## config.mk

```make
export PLATFORM = sky130hd
export DESIGN_NAME = sti_muldiv
export DESIGN_NICKNAME = d
export VERILOG_FILES = /design/src/rtl/core/sti_pkg.sv /design/src/rtl/core/sti_muldiv.sv
export SDC_FILE = /design/constraint.sdc
export NUM_CORES = 2
export LEC_CHECK = 0
export BUFFER_PORTS_ARGS = -buffer_cell sky130_fd_sc_hd__buf_2
export CORE_MARGIN = 4
export CORE_UTILIZATION = 55
export CTS_CLUSTER_SIZE = 28
export DETAILED_ROUTE_END_ITERATION = 12
export PLACE_DENSITY = 0.85
export RECOVER_POWER = 25
export SLEW_MARGIN = 25
export SYNTH_ARGS = -nofsm -noshare
export SYNTH_HDL_FRONTEND = slang
export SYNTH_SLANG_ARGS = --single-unit
```

## constraint.sdc

```tcl
create_clock -name clk -period 23.8 [get_ports clk]
set_clock_uncertainty 0.15 [all_clocks]
set_input_delay 0 -clock clk [delete_from_list [all_inputs] [get_ports clk]]
set_output_delay 0 -clock clk [all_outputs]
set_load 0.05 [all_outputs]
```

## src/rtl/core/sti_pkg.sv

```systemverilog
`default_nettype none
package sti_pkg;

  localparam int DATA_W          = 32;
  localparam int INDEX_W         = 6;
  localparam int COUNT_W         = 7;
  localparam int TABLE_DEPTH_DEF = 64;

  // Magnitudes of differences of two data words, and their exact product.
  localparam int MAG_W  = DATA_W + 1;
  localparam int PROD_W = 2 * MAG_W;

  localparam logic [COUNT_W-1:0] COUNT_RESET = COUNT_W'(2);

  localparam logic FUNC_LOAD  = 1'b0;
  localparam logic FUNC_QUERY = 1'b1;

endpackage
`default_nettype wire

```

## src/rtl/core/sti_muldiv.sv

```systemverilog
`default_nettype none
module sti_muldiv (
  input  logic                       clk,
  input  logic                       rst,
  input  logic                       start,
  input  logic [sti_pkg::MAG_W-1:0]  mag,
  input  logic [sti_pkg::MAG_W-1:0]  dq,
  input  logic [sti_pkg::MAG_W-1:0]  den,
  output logic                       done,
  output logic [sti_pkg::MAG_W-1:0]  quot
);
  import sti_pkg::*;

  localparam int LO_W   = (MAG_W + 1) / 2;
  localparam int PP_W   = MAG_W + LO_W;
  localparam int STEP_W = $clog2(MAG_W);

  typedef enum logic [1:0] {MD_IDLE, MD_MUL_LO, MD_MUL_HI, MD_DIV} md_state_t;

  md_state_t          state;
  logic [STEP_W-1:0]  step;
  logic [PROD_W-1:0]  acc;
  logic [LO_W-1:0]    mul_b;
  logic [PP_W-1:0]    prod;
  logic [MAG_W:0]     trial;

  // One narrow multiplier serves both halves of the multiplier operand.
  assign mul_b = (state == MD_MUL_HI) ? LO_W'(dq[MAG_W-1:LO_W]) : dq[LO_W-1:0];
  assign prod  = PP_W'(mag) * PP_W'(mul_b);

  // Restoring division: the upper half of acc is the partial remainder, the
  // lower half shifts dividend bits out and quotient bits in.
  assign trial = {acc[PROD_W-1:MAG_W], acc[MAG_W-1]} - {1'b0, den};
  assign quot  = acc[MAG_W-1:0];

  always_ff @(posedge clk) begin
    if (rst) begin
      state <= MD_IDLE;
      step  <= '0;
      done  <= 1'b0;
    end else begin
      done <= 1'b0;
      case (state)
        MD_IDLE: begin
          if (start) begin
            state <= MD_MUL_LO;
          end
        end
        MD_MUL_LO: begin
          state <= MD_MUL_HI;
        end
        MD_MUL_HI: begin
          state <= MD_DIV;
          step  <= '0;
        end
        MD_DIV: begin
          if (step == STEP_W'(MAG_W - 1)) begin
            state <= MD_IDLE;
            done  <= 1'b1;
          end
          step <= step + STEP_W'(1);
        end
        default: state <= MD_IDLE;
      endcase
    end
  end

  always_ff @(posedge clk) begin
    case (state)
      MD_MUL_LO: acc <= PROD_W'(prod);
      MD_MUL_HI: acc <= acc + (PROD_W'(prod) << LO_W);
      MD_DIV: begin
        if (!trial[MAG_W]) begin
          acc <= {trial[MAG_W-1:0], acc[MAG_W-2:0], 1'b1};
        end else begin
          acc <= {acc[PROD_W-2:0], 1'b0};
        end
      end
      default: acc <= acc;
    endcase
  end
endmodule
`default_nettype wire

```

---- After elaboration in Yosys (flattened, before gate mapping) ----
Cells that the tools add are included.
operators by class
  $add $sub $neg .......................... 3
  multipliers ............................. 1
  eq/ne operators ......................... 6
  mux-type cells .......................... 8
  bitwise logic cells ..................... 1
  reduce and logical (&&, ||, !) cells .... 5
operators by type and width
  cell                                           count
  one-hot mux 66 bit (3 select lines)            1
  adder 66 bit                                   1
  2-to-1 mux 66 bit                              1
  multiplier 33 x 17 -> 50 bit                   1
  subtractor 34 x 33 -> 34 bit                   1
  2-to-1 mux 17 bit                              1
  one-hot mux 6 bit (2 select lines)             1
  one-hot mux 2 bit (4 select lines)             1
  adder 6 x 1 -> 6 bit, second input constant    1
  == test 6 bit, second input constant           1
  == test 2 bit, second input constant           2
  2-to-1 mux 2 bit                               2
  != test 2 bit, second input constant           2
  nonzero test 3 bit                             1
  == test 2 x 1 -> 1 bit, second input constant  1
  zero test 2 bit                                1
  AND reduction 2 bit                            1
  nonzero test 2 bit                             1
  OR reduction 2 bit                             1
  2-to-1 mux 1 bit                               1
  NOT 1 bit                                      1
word-level totals
  bits in registers ....................... 75
  input port bits ......................... 102
  output and inout port bits .............. 34
  word-level logic and storage cells ...... 28

---- Logic depth before layout (Yosys ltp) ----
  word-level depth ........................ 5
  gate-level depth with buffers ........... 40
  depth with buffers taken out ............ 37

---- Worst setup path before layout ----
OpenSTA, ideal clock, no wires.
  path kind ............................... register to register
  start ................................... reg state[0]
  end ..................................... reg acc[64], data pin
  setup time .............................. 274 ps
  arrival ................................. 8,830 ps
  data required time ...................... 23,376 ps
  slack ................................... 14,546 ps
  stages on the path, launching flop included .. 40
  path buffers ............................ 4
  clock period less this slack ............ 9,254 ps
  cell sequence ........................... dfxtp_1 inv_1 ha_1 clkbuf_1 clkbuf_1 mux2_2 clkbuf_1 nand2_1 fa_1 inv_1 fa_1 inv_1 fa_1 inv_1 fa_1 fa_1 inv_1 fa_1 (+4 left out) nor3_1 nand2_1 a211oi_1 and2b_1 a21oi_1 a21bo_2 a21oi_1 xnor2_1 ha_1 a21o_1 a21o_1 a21o_1 a21o_1 a2111oi_0 o21bai_1 a41oi_1 xor2_1 o221ai_1
between the ends
  cells in the longest elaborated chain, start to end .. 5
  elaborated cells on any way between the ends .. 7
  classes of those cells .................. 1 x add/sub; 1 x mul; 3 x eq/ne; 2 x mux
RTL lines
  what                                   line                                text
  from (decl)                            sti_muldiv.sv:20                    md_state_t state;
  from (signal assigned)                 sti_muldiv.sv:38                    state <= MD_IDLE;
  from (signal assigned)                 sti_muldiv.sv:46                    state <= MD_MUL_LO;
  from (signal assigned)                 sti_muldiv.sv:50                    state <= MD_MUL_HI;
  == test 2 bit                          sti_muldiv.sv:28, sti_muldiv.sv:69
  2-to-1 mux 17 bit                      sti_muldiv.sv:28                    assign mul_b = (state == MD_MUL_HI) ? LO_W'(dq[MAG_W-1:LO_W]) : dq[LO_W-1:0];
  multiplier 33 x 17 -> 50 bit           sti_muldiv.sv:29                    assign prod = PP_W'(mag) * PP_W'(mul_b);
  adder 66 bit                           sti_muldiv.sv:71                    MD_MUL_HI: acc <= acc + (PROD_W'(prod) << LO_W);
  one-hot mux 66 bit (3 select lines) *  sti_muldiv.sv:69                    case (state)
  to (signal assigned)                   sti_muldiv.sv:70                    MD_MUL_LO: acc <= PROD_W'(prod);
  to (signal assigned)                   sti_muldiv.sv:71
  to (signal assigned)                   sti_muldiv.sv:74                    acc <= {trial[MAG_W-1:0], acc[MAG_W-2:0], 1'b1};
  to (decl)                              sti_muldiv.sv:22                    logic [PROD_W-1:0] acc;
Mark *: on every way between the ends. The rest lies on a longest branch, timed or not.
A chain may end at the register's enable or synchronous reset.

---- Final worst setup path ----
Ends and elaborated chain as after synthesis.

==> out/results.tsv <==
metric	value	unit
vias per cell	5.879	
synthesized area	0.02626	mm^2
First DRT Iteration DRCs	1861	
Clock Pin Slew Worst Setup and Hold Paths	0.07	ns
IO Port Bufs	135	
Skew-Pair Late Insertion Delay	0.35	ns
CTS tree	yes	
CP Launch Type	flop	
CTS max path bufs	2	
TritonCTS Sinks	75	
Fmax achieved	0.09236	GHz
CTS H-tree depth	3	
DRC	0	
max incr delay on CP	0.85	ns
fill cell count	4089	
Crit Path Max Fanout	45	
Die Y	226.5	um
Area Growth Syn to Fin	3.664	%
Synth Warn #	0	
first-pass GRT wire length	115700	um
Slew HR	-0.6019	
# IOs	136	
core region area	0.04685	mm^2
Starting Density	0.5605	
nets	3872	
RSZ-0062 raised after global routing	false	
critical path class	reg2reg	
Place WS	13.21	ns
sequential share of the synthesized area	0.08232	
GRT Total Usage	0.2814	
drt wl/cell	19.29	um
drt first pass iters	6	
fin worst setup slack	12.97	ns
period utilisation layout	0.4549	
row cnt	79	
Fin. Hold Viols	0	
Post-synth EDFFs	66	
max-slew violations	51	
synthesized area per cell	8.418	um^2
Main synth FF type	edfxtp_1	
worst slew pin tran	2.390	ns
outcome	finished with violations	
Final GP Congestion	0.9962	
DR vias	21789	
Mapped Cells	3120	
Die X	226.5	um
CTS Buf Count	9	
Final Core Density	0.5811	
largest net degree at the start of global routing	56	
ys async rst share	0	
DPL Wire Length	55610	um
Worst Hold Class	in2reg	
Synth Net Count	3898	
n_diodes	0	
Worst EP arrival	10.75	ns
CP required	23.73	ns
post-cts repair resize count	0	
final wirelength	71510	um
commonest non-fill, non-tap cell in the layout	inv_1	
slowest CP cell	mux2_2	
Unique masters post-synth	77	
min Tclk post-route	10.83	ns
Routed Antenna Nets	0	
CTS root buf	clkbuf_16	
Yosys reg bits	75	
failing checks	capacitance limit, slew limit	
initial antenna violation count	0	
grt ovf	0	
max-cap violation count	1	
vias in the first global route	22831	
Fin Setup TNS	0	ns
Final setup viols	0	
Non-Filler Instances	3706	
proportion of layout cells with a drive suffix above 1	0.05163	
crit path capture type	flop	
placed insts	3688	
most frequent cells in the layout	inv_1 (635), nand2_1 (487), fa_1 (466)	
Die Area	0.05131	mm^2
## critical path, delay by kind of cell (launching register included)
family	cells	cell delay (ns)
AO/OA/AOI/OAI	11	2.44
XOR/XNOR	2	0.67
adder cells (fa/ha/maj)	9	3.97
buffers and inverters	7	0.88
flip-flops	1	0.32
multiplexers	1	0.85
AND/OR/NAND/NOR	6	1.21
## final cells by class
class / count / area [um^2] / area share
sequential: 75 / 2162 / 0.07942
timing repair buffer: 143 / 698.2 / 0.02564
tap: 607 / 759.5 / 0.02790
multi-input combinational: 2227 / 20930 / 0.7686
clock buffer: 9 / 225.2 / 0.008272
inverter: 638 / 2396 / 0.08801
clock inverter: 7 / 57.56 / 0.002114
## sequential cells by signal, indices dropped and copies added (netlist names)
signal,flops
acc,66
done,1
state,2
step,6
## cell families (layout without fill, tap and decap cells)
| group | after synthesis | in the layout | share of synthesized area |
|---|---|---|---|
| flip-flops | 75 | 75 | 0.08232 |
| AO/OA/AOI/OAI | 487 | 487 | 0.1243 |
| adder cells (fa/ha/maj) | 676 | 676 | 0.4553 |
| AND/OR/NAND/NOR | 903 | 903 | 0.1592 |
| XOR/XNOR | 119 | 119 | 0.03997 |
| multiplexers | 42 | 42 | 0.01691 |
| buffers and inverters | 818 | 797 | 0.1221 |
## cell usage after synthesis (13+ instances only)
master	n	area, um^2
o21bai_1	17	127.6
nand2b_1	16	100.1
nor2_1	80	300.3
a21oi_1	135	675.7
mux2i_1	23	230.2
mux2_2	19	214.0
o21ai_0	71	355.3
nand3_1	37	185.2
nor3_1	26	130.1
nor2b_1	13	81.33
clkbuf_1	131	491.7
nand4_1	16	100.1
ha_1	210	2628
a31oi_1	18	112.6
and3_1	18	112.6
xor2_1	43	376.6
xnor2_1	75	656.9
a22o_1	16	140.1
buf_4	35	262.8
and2_1	187	1170
a22oi_1	16	120.1
edfxtp_1	66	1982
a21o_1	76	570.6
o211ai_1	15	112.6
nand2_1	487	1828
o22ai_1	13	81.33
inv_1	636	2387
fa_1	466	9329
o21a_1	14	105.1
## metal layers
layer	up-vias	wire length, um	GRT usage
li1	9717	-	-
met1	10691	26890	0.3562
met2	1097	35090	0.4838
met3	284	5927	0.03988
met4	0	3597	0.1237
met5	-	0	0
## stage by stage
| step | hold WS [ns] | cell area [um^2] |
|---|---|---|
| finish | 0.03648 | 27220 |
| detailed placement | 0.1539 | 26970 |
| global placement | 0.1451 | 26960 |
| CTS | 0.03567 | 27270 |
| floorplan | 0.1457 | 26260 |
| global route | 0.1035 | 27220 |
## path summary, 6_finish.rpt
| check | from | endpoint | slack, ns | cells after the start |
|---|---|---|---|---|
| worst min-delay path | den[0] | acc[33] | 0.04 | 5 |
| worst min register to register | step[5] | done | 0.40 | 2 |
| worst max register to register | state[0] | acc[64] | 12.97 | 36 |
| worst max-delay path | state[0] | acc[64] | 12.97 | 36 |
## repair_timing
action,CTS,global route
hold buffers,2,0
setup buffers,0,0
hold endpoints to repair,9,0
Power is not shown: default switching activity piles up to over one toggle a cycle in this logic, so the estimate is an artifact.
